**src/trsr_pkg.sv**
```systemverilog
// Shared constants, codes and types of the triangle scanline rasterizer.
// No dependencies; every other file imports this package.
`timescale 1ns / 1ps
`default_nettype none

package trsr_pkg;

    localparam int COORD_BITS_DEF = 12;
    localparam int REG_BITS       = 12;
    localparam int CFG_IDX_BITS   = 8;

    localparam logic [CFG_IDX_BITS-1:0] CFG_IDX_WIDTH  = 8'd0;
    localparam logic [CFG_IDX_BITS-1:0] CFG_IDX_HEIGHT = 8'd1;

    localparam logic [REG_BITS-1:0] WIDTH_RST  = 12'd640;
    localparam logic [REG_BITS-1:0] HEIGHT_RST = 12'd480;

    localparam logic OP_LOAD = 1'b0;
    localparam logic OP_NEXT = 1'b1;

    typedef enum logic [1:0] {
        PH_IDLE,
        PH_UPPER,
        PH_FINAL
    } t_phase;

    typedef enum logic [2:0] {
        BS_READY,
        BS_SORT,
        BS_SETUP,
        BS_DIV_START,
        BS_DIV_WAIT,
        BS_ADV_A,
        BS_ADV_B
    } t_bstate;

    typedef struct packed {
        logic valid;
        logic load;
    } t_cmd_ctl;

endpackage

`default_nettype wire

```
**src/triangle_scanline_rasterizer_unit.sv**
```systemverilog
// Top level of the triangle scanline rasterizer: stream ports, buffer size registers,
// input queue and execution engine. Depends on trsr_pkg, trsr_front, trsr_back.
`timescale 1ns / 1ps
`default_nettype none

// A load item (tuser 0) brings three vertices and a colour; the engine sorts them and sets
// up the edges, directly for a flat-top or flat-bottom triangle and through the bit-per-cycle
// split divider for a split one. Each next-pixel item (tuser 1) returns one pixel (a
// nothing-pending reply when idle); at a row change the engine then walks each edge, one
// Bresenham step per cycle, until it steps in y or ends. A two-entry input queue accepts
// until full while the engine works, and the output register holds a pixel until taken.

module triangle_scanline_rasterizer_unit import trsr_pkg::*; #(
    parameter int COORD_BITS = COORD_BITS_DEF
) (
    input  wire logic                                  i_clk,
    input  wire logic                                  i_rst_n,
    input  wire logic                                  s_axis_tvalid,
    output logic                                       s_axis_tready,
    // v0x, v0y, v1x, v1y, v2x, v2y, fill_color, zero pad
    input  wire logic [((6*COORD_BITS+24+7)/8)*8-1:0]  s_axis_tdata,
    // operation
    input  wire logic                                  s_axis_tuser,
    output logic                                       m_axis_tvalid,
    input  wire logic                                  m_axis_tready,
    // pixel_x, pixel_y, pixel_color, zero pad
    output logic [((2*COORD_BITS+24+7)/8)*8-1:0]       m_axis_tdata,
    output logic                                       m_axis_tlast,
    // inside_res, nothing_pending
    output logic [1:0]                                 m_axis_tuser,
    input  wire logic                                  i_cfg_valid,
    output logic                                       o_cfg_ready,
    input  wire logic [CFG_IDX_BITS-1:0]               i_cfg_index,
    input  wire logic [REG_BITS-1:0]                   i_cfg_data
);

    localparam int MW = ((2*COORD_BITS + 24 + 7) / 8) * 8;

    logic [REG_BITS-1:0]           r_width, r_height;
    t_cmd_ctl                      cmd;
    logic [6*COORD_BITS+23:0]      cmd_data;
    logic                          cmd_pop;
    logic signed [COORD_BITS-1:0]  px, py;
    logic [23:0]                   pc;
    logic                          pin, plast, pnp;

    assign o_cfg_ready = 1'b1;

    always_ff @(posedge i_clk) begin
        if (!i_rst_n) begin
            r_width  <= WIDTH_RST;
            r_height <= HEIGHT_RST;
        end else if (i_cfg_valid) begin
            if (i_cfg_index == CFG_IDX_WIDTH) r_width <= i_cfg_data;
            if (i_cfg_index == CFG_IDX_HEIGHT) r_height <= i_cfg_data;
        end
    end

    trsr_front #(.COORD_BITS(COORD_BITS)) u_front (
        .i_clk         (i_clk),
        .i_rst_n       (i_rst_n),
        .s_axis_tvalid (s_axis_tvalid),
        .s_axis_tready (s_axis_tready),
        .s_axis_tdata  (s_axis_tdata),
        .s_axis_tuser  (s_axis_tuser),
        .o_cmd         (cmd),
        .o_cmd_data    (cmd_data),
        .i_cmd_pop     (cmd_pop)
    );

    trsr_back #(.COORD_BITS(COORD_BITS)) u_back (
        .i_clk        (i_clk),
        .i_rst_n      (i_rst_n),
        .i_cmd        (cmd),
        .i_cmd_data   (cmd_data),
        .o_cmd_pop    (cmd_pop),
        .i_buf_width  (r_width),
        .i_buf_height (r_height),
        .o_m_valid    (m_axis_tvalid),
        .i_m_ready    (m_axis_tready),
        .o_px         (px),
        .o_py         (py),
        .o_pc         (pc),
        .o_inside     (pin),
        .o_last       (plast),
        .o_np         (pnp)
    );

    assign m_axis_tdata = MW'({pc, py, px});
    assign m_axis_tlast = plast;
    assign m_axis_tuser = {pnp, pin};

endmodule

`default_nettype wire

```
**src/trsr_front.sv**
```systemverilog
// Input side: accepts items, classifies them as load or next-pixel,
// and holds them in a two-entry queue. Depends on trsr_pkg.
`timescale 1ns / 1ps
`default_nettype none

module trsr_front import trsr_pkg::*; #(
    parameter int COORD_BITS = COORD_BITS_DEF
) (
    input  wire logic                            i_clk,
    input  wire logic                            i_rst_n,
    input  wire logic                            s_axis_tvalid,
    output logic                                 s_axis_tready,
    input  wire logic [((6*COORD_BITS+24+7)/8)*8-1:0] s_axis_tdata,
    input  wire logic                            s_axis_tuser,
    output t_cmd_ctl                             o_cmd,
    output logic [6*COORD_BITS+23:0]             o_cmd_data,
    input  wire logic                            i_cmd_pop
);

    localparam int PW = 6*COORD_BITS + 24;

    logic [PW-1:0] r_qd [2];
    logic          r_ql [2];
    logic          r_wp, r_rp;
    logic [1:0]    r_cnt;
    logic          push;

    assign s_axis_tready = (r_cnt != 2'd2);
    assign push          = s_axis_tvalid && s_axis_tready;

    always_ff @(posedge i_clk) begin
        if (push) begin
            r_qd[r_wp] <= s_axis_tdata[PW-1:0];
            r_ql[r_wp] <= (s_axis_tuser == OP_LOAD);
        end
    end

    always_ff @(posedge i_clk) begin
        if (!i_rst_n) begin
            r_wp  <= 1'b0;
            r_rp  <= 1'b0;
            r_cnt <= 2'd0;
        end else begin
            if (push) r_wp <= ~r_wp;
            if (i_cmd_pop) r_rp <= ~r_rp;
            r_cnt <= r_cnt + 2'(push) - 2'(i_cmd_pop);
        end
    end

    assign o_cmd.valid = (r_cnt != 2'd0);
    assign o_cmd.load  = r_ql[r_rp];
    assign o_cmd_data  = r_qd[r_rp];

endmodule

`default_nettype wire

```
**src/trsr_div.sv**
```systemverilog
// Restoring signed divider, one quotient bit per cycle, truncating toward zero.
// Divisor is positive. Depends on trsr_pkg.
`timescale 1ns / 1ps
`default_nettype none

module trsr_div import trsr_pkg::*; #(
    parameter int NW = 2*COORD_BITS_DEF + 2,
    parameter int DW = COORD_BITS_DEF + 1
) (
    input  wire logic                 i_clk,
    input  wire logic                 i_rst_n,
    input  wire logic                 i_start,
    input  wire logic signed [NW-1:0] i_num,
    input  wire logic [DW-1:0]        i_den,
    output logic                      o_done,
    output logic signed [NW-1:0]      o_quot
);

    localparam int CW = $clog2(NW + 1);

    logic [NW-1:0] r_mag;
    logic [DW:0]   r_rem;
    logic [DW-1:0] r_den;
    logic          r_neg;
    logic [CW-1:0] r_cnt;
    logic          r_busy, r_done;
    logic [NW-1:0] mag_in, neg_in;
    logic [DW:0]   trial;
    logic          ge;

    assign neg_in = -i_num;
    assign mag_in = i_num[NW-1] ? neg_in : i_num;
    assign trial  = {r_rem[DW-1:0], r_mag[NW-1]};
    assign ge     = (trial >= {1'b0, r_den});

    always_ff @(posedge i_clk) begin
        if (i_start) begin
            r_mag <= mag_in;
            r_rem <= '0;
            r_den <= i_den;
            r_neg <= i_num[NW-1];
        end else if (r_busy) begin
            r_mag <= {r_mag[NW-2:0], ge};
            r_rem <= ge ? (trial - {1'b0, r_den}) : trial;
        end
    end

    always_ff @(posedge i_clk) begin
        if (!i_rst_n) begin
            r_busy <= 1'b0;
            r_done <= 1'b0;
            r_cnt  <= '0;
        end else begin
            r_done <= 1'b0;
            if (i_start) begin
                r_busy <= 1'b1;
                r_cnt  <= CW'(NW);
            end else if (r_busy) begin
                r_cnt <= r_cnt - CW'(1);
                if (r_cnt == CW'(1)) begin
                    r_busy <= 1'b0;
                    r_done <= 1'b1;
                end
            end
        end
    end

    assign o_done = r_done;
    assign o_quot = r_neg ? -$signed(r_mag) : $signed(r_mag);

endmodule

`default_nettype wire

```
**src/trsr_back.sv**
```systemverilog
// Execution side: triangle setup (sort, split division) and Bresenham edge walk,
// one span pixel per next-pixel item into an output register. Depends on trsr_pkg, trsr_div.
`timescale 1ns / 1ps
`default_nettype none

module trsr_back import trsr_pkg::*; #(
    parameter int COORD_BITS = COORD_BITS_DEF
) (
    input  wire logic                          i_clk,
    input  wire logic                          i_rst_n,
    input  wire t_cmd_ctl                      i_cmd,
    input  wire logic [6*COORD_BITS+23:0]      i_cmd_data,
    output logic                               o_cmd_pop,
    input  wire logic [REG_BITS-1:0]           i_buf_width,
    input  wire logic [REG_BITS-1:0]           i_buf_height,
    output logic                               o_m_valid,
    input  wire logic                          i_m_ready,
    output logic signed [COORD_BITS-1:0]       o_px,
    output logic signed [COORD_BITS-1:0]       o_py,
    output logic [23:0]                        o_pc,
    output logic                               o_inside,
    output logic                               o_last,
    output logic                               o_np
);

    localparam int C    = COORD_BITS;
    localparam int EW   = C + 2;
    localparam int E2W  = C + 3;
    localparam int NW   = 2*C + 2;
    localparam int DVW  = C + 1;
    localparam int CMPW = ((C > REG_BITS) ? C : REG_BITS) + 1;

    typedef struct packed {
        logic signed [C-1:0]  cx;
        logic signed [C-1:0]  cy;
        logic signed [C-1:0]  ex;
        logic signed [C-1:0]  ey;
        logic [C-1:0]         dx;
        logic [C-1:0]         dy;
        logic                 sx;
        logic                 sy;
        logic signed [EW-1:0] err;
    } t_edge;

    function automatic t_edge f_init(input logic signed [C-1:0] x0, input logic signed [C-1:0] y0,
                                     input logic signed [C-1:0] x1, input logic signed [C-1:0] y1);
        t_edge             e;
        logic signed [C:0] ddx, ddy, nx, ny;
        ddx   = {x1[C-1], x1} - {x0[C-1], x0};
        ddy   = {y1[C-1], y1} - {y0[C-1], y0};
        nx    = -ddx;
        ny    = -ddy;
        e.cx  = x0;
        e.cy  = y0;
        e.ex  = x1;
        e.ey  = y1;
        e.dx  = ddx[C] ? nx[C-1:0] : ddx[C-1:0];
        e.dy  = ddy[C] ? ny[C-1:0] : ddy[C-1:0];
        e.sx  = !(x0 < x1);
        e.sy  = !(y0 < y1);
        e.err = $signed({2'b00, e.dx}) - $signed({2'b00, e.dy});
        return e;
    endfunction

    t_bstate             r_state, n_state;
    t_phase              r_phase, n_phase;
    t_edge               r_edge [2];
    t_edge               n_edge [2];
    logic signed [C-1:0] r_vx [3];
    logic signed [C-1:0] r_vy [3];
    logic signed [C-1:0] n_vx [3];
    logic signed [C-1:0] n_vy [3];
    logic signed [C-1:0] r_lv [6];
    logic signed [C-1:0] n_lv [6];
    logic signed [C-1:0] r_row, n_row, r_spx, n_spx, r_spe, n_spe;
    logic [23:0]         r_color, n_color;
    logic signed [NW-1:0] r_num, n_num;
    logic [DVW-1:0]      r_den, n_den;
    logic                r_ov, n_ov;
    logic signed [C-1:0] r_ox, n_ox, r_oy, n_oy;
    logic [23:0]         r_oc, n_oc;
    logic                r_oi, n_oi, r_ol, n_ol, r_onp, n_onp;

    logic                 div_start, div_done;
    logic signed [NW-1:0] div_quot;

    logic                bh_go;
    logic signed [C-1:0] bh [8];
    logic signed [C-1:0] x3;
    logic signed [C:0]   x3w, dy1, dx2, dy2;
    logic                out_free;
    logic signed [C-1:0] sx_, sy_;
    logic                row_end, last_row, in_buf;
    logic [CMPW-1:0]     cmp_x, cmp_y;

    t_edge                s_sel, s_new;
    logic signed [E2W-1:0] s_e2, s_mdy, s_e2b, s_dxe;
    logic signed [EW-1:0]  s_err1, s_err2;
    logic signed [C-1:0]   s_cx1, s_cy2;
    logic                  s_c1, s_c2, s_f0, s_f1, s_f2, s_done;

    trsr_div #(.NW(NW), .DW(DVW)) u_div (
        .i_clk   (i_clk),
        .i_rst_n (i_rst_n),
        .i_start (div_start),
        .i_num   (r_num),
        .i_den   (r_den),
        .o_done  (div_done),
        .o_quot  (div_quot)
    );

    // one Bresenham step of the selected edge
    always_comb begin
        s_sel  = (r_state == BS_ADV_B) ? r_edge[1] : r_edge[0];
        s_f0   = (s_sel.cx == s_sel.ex) && (s_sel.cy == s_sel.ey);
        s_e2   = {s_sel.err, 1'b0};
        s_mdy  = -$signed({3'b000, s_sel.dy});
        s_c1   = (s_e2 >= s_mdy);
        s_f1   = s_c1 && (s_sel.cx == s_sel.ex);
        s_err1 = s_c1 ? (s_sel.err - $signed({2'b00, s_sel.dy})) : s_sel.err;
        s_cx1  = s_c1 ? (s_sel.sx ? s_sel.cx - C'(1) : s_sel.cx + C'(1)) : s_sel.cx;
        s_e2b  = {s_err1, 1'b0};
        s_dxe  = $signed({3'b000, s_sel.dx});
        s_c2   = (s_e2b <= s_dxe);
        s_f2   = s_c2 && (s_sel.cy == s_sel.ey);
        s_err2 = s_c2 ? (s_err1 + $signed({2'b00, s_sel.dx})) : s_err1;
        s_cy2  = s_c2 ? (s_sel.sy ? s_sel.cy - C'(1) : s_sel.cy + C'(1)) : s_sel.cy;
        s_new  = s_sel;
        if (!s_f0 && !s_f1) begin
            s_new.cx  = s_cx1;
            s_new.err = s_err1;
            if (!s_f2) begin
                s_new.cy  = s_cy2;
                s_new.err = s_err2;
            end
        end
        s_done = s_f0 || s_f1 || s_f2 || s_c2;
    end

    assign out_free = !r_ov || i_m_ready;
    assign sx_      = r_spx;
    assign sy_      = r_row;
    assign row_end  = (sx_ >= r_spe);
    assign last_row = (sy_ >= r_edge[0].ey);
    assign cmp_x    = CMPW'(unsigned'(sx_));
    assign cmp_y    = CMPW'(unsigned'(sy_));
    assign in_buf   = !sx_[C-1] && (cmp_x < CMPW'(i_buf_width)) &&
                      !sy_[C-1] && (cmp_y < CMPW'(i_buf_height));
    assign dy1      = {r_vy[1][C-1], r_vy[1]} - {r_vy[0][C-1], r_vy[0]};
    assign dx2      = {r_vx[2][C-1], r_vx[2]} - {r_vx[0][C-1], r_vx[0]};
    assign dy2      = {r_vy[2][C-1], r_vy[2]} - {r_vy[0][C-1], r_vy[0]};
    assign x3w      = {r_vx[0][C-1], r_vx[0]} + div_quot[C:0];
    assign x3       = x3w[C-1:0];

    always_comb begin
        logic signed [C-1:0] tx, ty;
        tx        = '0;
        ty        = '0;
        n_state   = r_state;
        n_phase   = r_phase;
        n_edge    = r_edge;
        n_vx      = r_vx;
        n_vy      = r_vy;
        n_lv      = r_lv;
        n_row     = r_row;
        n_spx     = r_spx;
        n_spe     = r_spe;
        n_color   = r_color;
        n_num     = r_num;
        n_den     = r_den;
        n_ov      = r_ov && !i_m_ready;
        n_ox      = r_ox;
        n_oy      = r_oy;
        n_oc      = r_oc;
        n_oi      = r_oi;
        n_ol      = r_ol;
        n_onp     = r_onp;
        o_cmd_pop = 1'b0;
        div_start = 1'b0;
        bh_go     = 1'b0;
        for (int i = 0; i < 8; i++) bh[i] = '0;

        unique case (r_state)
            BS_READY: begin
                if (i_cmd.valid && i_cmd.load) begin
                    o_cmd_pop = 1'b1;
                    for (int i = 0; i < 3; i++) begin
                        n_vx[i] = i_cmd_data[2*i*C +: C];
                        n_vy[i] = i_cmd_data[(2*i+1)*C +: C];
                    end
                    n_color = i_cmd_data[6*C +: 24];
                    n_state = BS_SORT;
                end else if (i_cmd.valid && out_free) begin
                    o_cmd_pop = 1'b1;
                    n_ov      = 1'b1;
                    if (r_phase == PH_IDLE) begin
                        n_ox  = '0;
                        n_oy  = '0;
                        n_oc  = '0;
                        n_oi  = 1'b0;
                        n_ol  = 1'b0;
                        n_onp = 1'b1;
                    end else begin
                        n_ox  = sx_;
                        n_oy  = sy_;
                        n_oc  = r_color;
                        n_oi  = in_buf;
                        n_ol  = (r_phase == PH_FINAL) && row_end && last_row;
                        n_onp = 1'b0;
                        priority if (!row_end) begin
                            n_spx = sx_ + C'(1);
                        end else if (last_row) begin
                            if (r_phase == PH_UPPER) begin
                                bh_go = 1'b1;
                                bh[0] = r_lv[0]; bh[1] = r_lv[1];
                                bh[2] = r_lv[2]; bh[3] = r_lv[3];
                                bh[4] = r_lv[4]; bh[5] = r_lv[5];
                                bh[6] = r_lv[2]; bh[7] = r_lv[3];
                                n_phase = PH_FINAL;
                            end else begin
                                n_phase = PH_IDLE;
                            end
                        end else begin
                            n_state = BS_ADV_A;
                        end
                    end
                end
            end
            BS_SORT: begin
                if (n_vy[0] > n_vy[1]) begin
                    tx = n_vx[0]; ty = n_vy[0];
                    n_vx[0] = n_vx[1]; n_vy[0] = n_vy[1];
                    n_vx[1] = tx; n_vy[1] = ty;
                end
                if (n_vy[0] > n_vy[2]) begin
                    tx = n_vx[0]; ty = n_vy[0];
                    n_vx[0] = n_vx[2]; n_vy[0] = n_vy[2];
                    n_vx[2] = tx; n_vy[2] = ty;
                end
                if (n_vy[1] > n_vy[2]) begin
                    tx = n_vx[1]; ty = n_vy[1];
                    n_vx[1] = n_vx[2]; n_vy[1] = n_vy[2];
                    n_vx[2] = tx; n_vy[2] = ty;
                end
                n_state = BS_SETUP;
            end
            BS_SETUP: begin
                priority if (r_vy[0] == r_vy[1]) begin
                    bh_go = 1'b1;
                    bh[0] = r_vx[0]; bh[1] = r_vy[0]; bh[2] = r_vx[2]; bh[3] = r_vy[2];
                    bh[4] = r_vx[1]; bh[5] = r_vy[1]; bh[6] = r_vx[2]; bh[7] = r_vy[2];
                    n_phase = PH_FINAL;
                    n_state = BS_READY;
                end else if (r_vy[1] == r_vy[2]) begin
                    bh_go = 1'b1;
                    bh[0] = r_vx[0]; bh[1] = r_vy[0]; bh[2] = r_vx[1]; bh[3] = r_vy[1];
                    bh[4] = r_vx[0]; bh[5] = r_vy[0]; bh[6] = r_vx[2]; bh[7] = r_vy[2];
                    n_phase = PH_FINAL;
                    n_state = BS_READY;
                end else begin
                    n_num   = NW'(dy1 * dx2);
                    n_den   = dy2;
                    n_state = BS_DIV_START;
                end
            end
            BS_DIV_START: begin
                div_start = 1'b1;
                n_state   = BS_DIV_WAIT;
            end
            BS_DIV_WAIT: begin
                if (div_done) begin
                    n_lv[0] = x3;      n_lv[1] = r_vy[1];
                    n_lv[2] = r_vx[2]; n_lv[3] = r_vy[2];
                    n_lv[4] = r_vx[1]; n_lv[5] = r_vy[1];
                    bh_go = 1'b1;
                    bh[0] = r_vx[0]; bh[1] = r_vy[0]; bh[2] = r_vx[1]; bh[3] = r_vy[1];
                    bh[4] = r_vx[0]; bh[5] = r_vy[0]; bh[6] = x3;      bh[7] = r_vy[1];
                    n_phase = PH_UPPER;
                    n_state = BS_READY;
                end
            end
            BS_ADV_A: begin
                n_edge[0] = s_new;
                if (s_done) n_state = BS_ADV_B;
            end
            BS_ADV_B: begin
                n_edge[1] = s_new;
                if (s_done) begin
                    n_row   = sy_ + C'(1);
                    n_spx   = (r_edge[0].cx < s_new.cx) ? r_edge[0].cx : s_new.cx;
                    n_spe   = (r_edge[0].cx < s_new.cx) ? s_new.cx : r_edge[0].cx;
                    n_state = BS_READY;
                end
            end
            default: n_state = BS_READY;
        endcase

        if (bh_go) begin
            n_edge[0] = f_init(bh[0], bh[1], bh[2], bh[3]);
            n_edge[1] = f_init(bh[4], bh[5], bh[6], bh[7]);
            n_row     = bh[1];
            n_spx     = (bh[0] < bh[4]) ? bh[0] : bh[4];
            n_spe     = (bh[0] < bh[4]) ? bh[4] : bh[0];
        end
    end

    always_ff @(posedge i_clk) begin
        r_edge  <= n_edge;
        r_vx    <= n_vx;
        r_vy    <= n_vy;
        r_lv    <= n_lv;
        r_row   <= n_row;
        r_spx   <= n_spx;
        r_spe   <= n_spe;
        r_color <= n_color;
        r_num   <= n_num;
        r_den   <= n_den;
        r_ox    <= n_ox;
        r_oy    <= n_oy;
        r_oc    <= n_oc;
        r_oi    <= n_oi;
        r_ol    <= n_ol;
        r_onp   <= n_onp;
    end

    always_ff @(posedge i_clk) begin
        if (!i_rst_n) begin
            r_state <= BS_READY;
            r_phase <= PH_IDLE;
            r_ov    <= 1'b0;
        end else begin
            r_state <= n_state;
            r_phase <= n_phase;
            r_ov    <= n_ov;
        end
    end

    assign o_m_valid = r_ov;
    assign o_px      = r_ox;
    assign o_py      = r_oy;
    assign o_pc      = r_oc;
    assign o_inside  = r_oi;
    assign o_last    = r_ol;
    assign o_np      = r_onp;

endmodule

`default_nettype wire

```
**config.mk**
```make
export PLATFORM = sky130hd
export DESIGN_NAME = triangle_scanline_rasterizer_unit
export DESIGN_NICKNAME = d
export VERILOG_FILES = /design/src/trsr_pkg.sv /design/src/triangle_scanline_rasterizer_unit.sv /design/src/trsr_front.sv /design/src/trsr_div.sv /design/src/trsr_back.sv
export SDC_FILE = /design/constraint.sdc
export NUM_CORES = 2
export LEC_CHECK = 0
export ABC_AREA = 1
export BUFFER_PORTS_ARGS = -buffer_cell sky130_fd_sc_hd__buf_2
export CAP_MARGIN = 40
export CORE_MARGIN = 8
export CORE_UTILIZATION = 60
export DETAILED_ROUTE_END_ITERATION = 7
export PLACE_DENSITY = 0.79
export SETUP_SLACK_MARGIN = 0.02
export SYNTH_ARGS = -nofsm -noshare
export SYNTH_HDL_FRONTEND = slang
export SYNTH_HIERARCHICAL = 1
export SYNTH_SLANG_ARGS = --single-unit
```
**constraint.sdc**
```tcl
create_clock -name i_clk -period 16.35 [get_ports i_clk]
set_clock_uncertainty 0.15 [all_clocks]
set_input_delay 0 -clock i_clk [delete_from_list [all_inputs] [get_ports i_clk]]
set_output_delay 0 -clock i_clk [all_outputs]
set_load 0.01 [all_outputs]
```
==> results.toml <==
[global_route]
grt_use_total_pct = 31.9
grt_max_degree = 97
grt_pass1_wl_mm = 249
use_met1_pct = 41.9
antenna_found_initial = 2
grt-busiest-layer = "met2"
met2_usage_pct = 52.7
overflow = 0
grt_pass1_vias = 44116
met3_usage_pct = 5.06

[timing]
slew_viol_final = 0
rsz0062_at_grt = "false"
fin_setup_tns_ns = 0
timing.final.ws_setup_ns = 7.16
setup_viol = 0
slew_headroom_pct = 22.7
tightest_slew_ns = 1.16
min_period_ns = 9.19
hold_violations = 0
timing.fmax_mhz = 109
fin_crit_sh_pct = 56.2

[drt]
dr.pass1.iters = 6
drtIter0Drc = 5629
wire_per_inst_um = 21.0
ant_nets = 0
finalWirelength_mm = 162
drc = 0
vias_per_cell = 5.92
vias = 45763

[worst_setup_path]
crit_top_cell = "inv_1"
r2r-end = "u_back/r_num[24]$_DFFE_PP_"
worstPathArrival_ns = 9.54
critical-path-slowest-cell = "a22oi_1"
critPathRequiredTime_ns = 16.70
cp-start-kind = "flip-flop"
path_class = "flip-flop to flip-flop"
r2r-start = "u_back/r_vx[0]$_DFFE_PP_"
cpPeakStageDelay_ns = 0.74
rrSetupSlack_ns = 7.16
crit_path_end_kind = "flip-flop"
worst-path-max-fanout = 10
rr_worst_depth = 39
setup.worst_path.start = "u_back/r_vx[0]$_DFFE_PP_"

[layout]
drive_above_1_share_pct = 9.27
stdcell_area_um2 = 60800
nets = 7163
syn_to_final_growth_pct = 13.8

[clock_tree]
htree_num_levels = 3
cts-root-buf = "clkbuf_16"
tritoncts = "yes"
numCtsBuffers = 82
numClockSinks = 747
clk_path_buf_depth = 3
clkTransAtPathRegs_ns = 0.06
post_cts_buffers = 0
insertion_delay_ns = 0.69

[logic_synthesis]
syn_area_um2 = 53500
syn-instance-count = 6115
syn_avg_cell_area_um2 = 8.74
yosysWarningCount = 6
syn_nets = 6787

[place]
place_worst_setup_slack_ns = 7.23
placed_area_um2 = 55500
dp_hpwl_mm = 115
place.gp.congestion = 0.991
port_buffers = 174

[floorplan]
fp.dieH_um = 314
die-area_um2 = 98900
initial_utilization_pct = 60.5
coreArea_um2 = 88400
die_w_um = 314
ios = 176
rows = 109

[worst_hold_path]
hold_end = "r_width[5]$_SDFFE_PN0P_"
hold_depth = 6
min-delay-start = "i_cfg_data[5]"
hold_class = "input port to flip-flop"

[job]
cap_violations = 0

[status]
status = "completed"
[timing repair]
item	CTS	global route
resized for setup	0	0
hold buffers	248	0
hold endpoints to repair	248	0
[worst max-delay path, delay by kind of cell, from the launching register on]
family                     cells  cell delay, ns
AOI/OAI and AO/OA             11            2.54
xor gates and xnor gates       1            0.20
adders and majority gates      9            3.64
buffers and inverters          9            1.08
DFF                            1            0.49
and+or+nand+nor                9            0.93
[metrics by stage]
step | hold WS (ns) | utilization [%] | instances
after floorplan | -0.0565 | - | 6115
final | 0.0955 | 68.8 | 7724
after CTS | 0.0490 | 68.8 | 7721
after detailed placement | 0.0407 | 62.9 | 7324
after global placement | 0.0374 | 62.5 | 7306
after global routing | 0.109 | 68.8 | 7722
[area by class of cell]
class / count / area [µm²]
clock inverters: 39 / 547
flip-flops and latches: 747 / 21900
clock buffers: 110 / 2230
fillers: 6651 / 27600
multi-input cells: 4255 / 27300
well taps: 1165 / 1460
inverters: 925 / 3480
repair buffers: 480 / 3920
diodes: 3 / 7.51
[flip-flops by register name, summed over array words and instances, names as in the netlist, 24 cells and up, named ones only]
| register | cells |
|---|---|
| u_back/r_vy | 36 |
| u_back/r_vx | 36 |
| u_front/r_qd | 192 |
| u_back/o_pc | 24 |
| u_back/r_edge | 176 |
| u_back/r_lv | 60 |
| u_back/r_num | 26 |
| u_back/u_div/r_mag | 26 |
| u_back/r_color | 24 |
[metal layers]
layer	wire (µm)	share of wire [%]
met1	63400	39
met2	75500	47
met3	15400	9.5
met4	7930	4.9
met5	0	0
[placed cells by master, fill, tap and decap left out, types with 10 or more instances in the layout]
| cell | instances |
|---|---|
| nand3_1 | 274 |
| nand4_1 | 70 |
| clkinv_2 | 13 |
| ha_1 | 373 |
| dfxtp_1 | 54 |
| nor2_4 | 13 |
| o21ai_1 | 39 |
| a21oi_1 | 277 |
| dlygate4sd3_1 | 248 |
| nand2_1 | 1474 |
| nor2_1 | 403 |
| buf_2 | 174 |
| o221ai_1 | 25 |
| nand2_2 | 14 |
| nand3b_1 | 11 |
| nor2_2 | 13 |
| buf_4 | 47 |
| xnor2_1 | 59 |
| o21bai_1 | 42 |
| inv_2 | 17 |
| a31oi_1 | 16 |
| edfxtp_1 | 692 |
| o31ai_1 | 10 |
| fa_1 | 177 |
| clkbuf_1 | 20 |
| o21a_1 | 16 |
| or2_2 | 65 |
| inv_1 | 901 |
| a22o_1 | 24 |
| o22ai_1 | 29 |
| clkbuf_16 | 82 |
| xor2_1 | 166 |
| nor3_1 | 48 |
| o211ai_1 | 60 |
| mux2_2 | 67 |
| o21ai_0 | 355 |
| mux2_4 | 30 |
| a221oi_1 | 16 |
| a211oi_1 | 12 |
[worst max path at each step]
stage                                               to  slack, ns  depth (start not counted)
final                       u_back/r_num[24]$_DFFE_PP_       7.16                         39
after global placement     u_back/r_edge[12]$_DFFE_PN_       7.33                         40
after global routing       u_back/r_edge[12]$_DFFE_PN_       6.60                         40
after floorplan           u_back/r_edge[100]$_DFFE_PP_       8.62                          4
after CTS                   u_back/r_num[24]$_DFFE_PP_       7.21                         39
after detailed placement    u_back/r_num[24]$_DFFE_PP_       7.23                         39
Power is not shown: default switching activity piles up to over one toggle a cycle in this logic, so the estimate is an artifact.
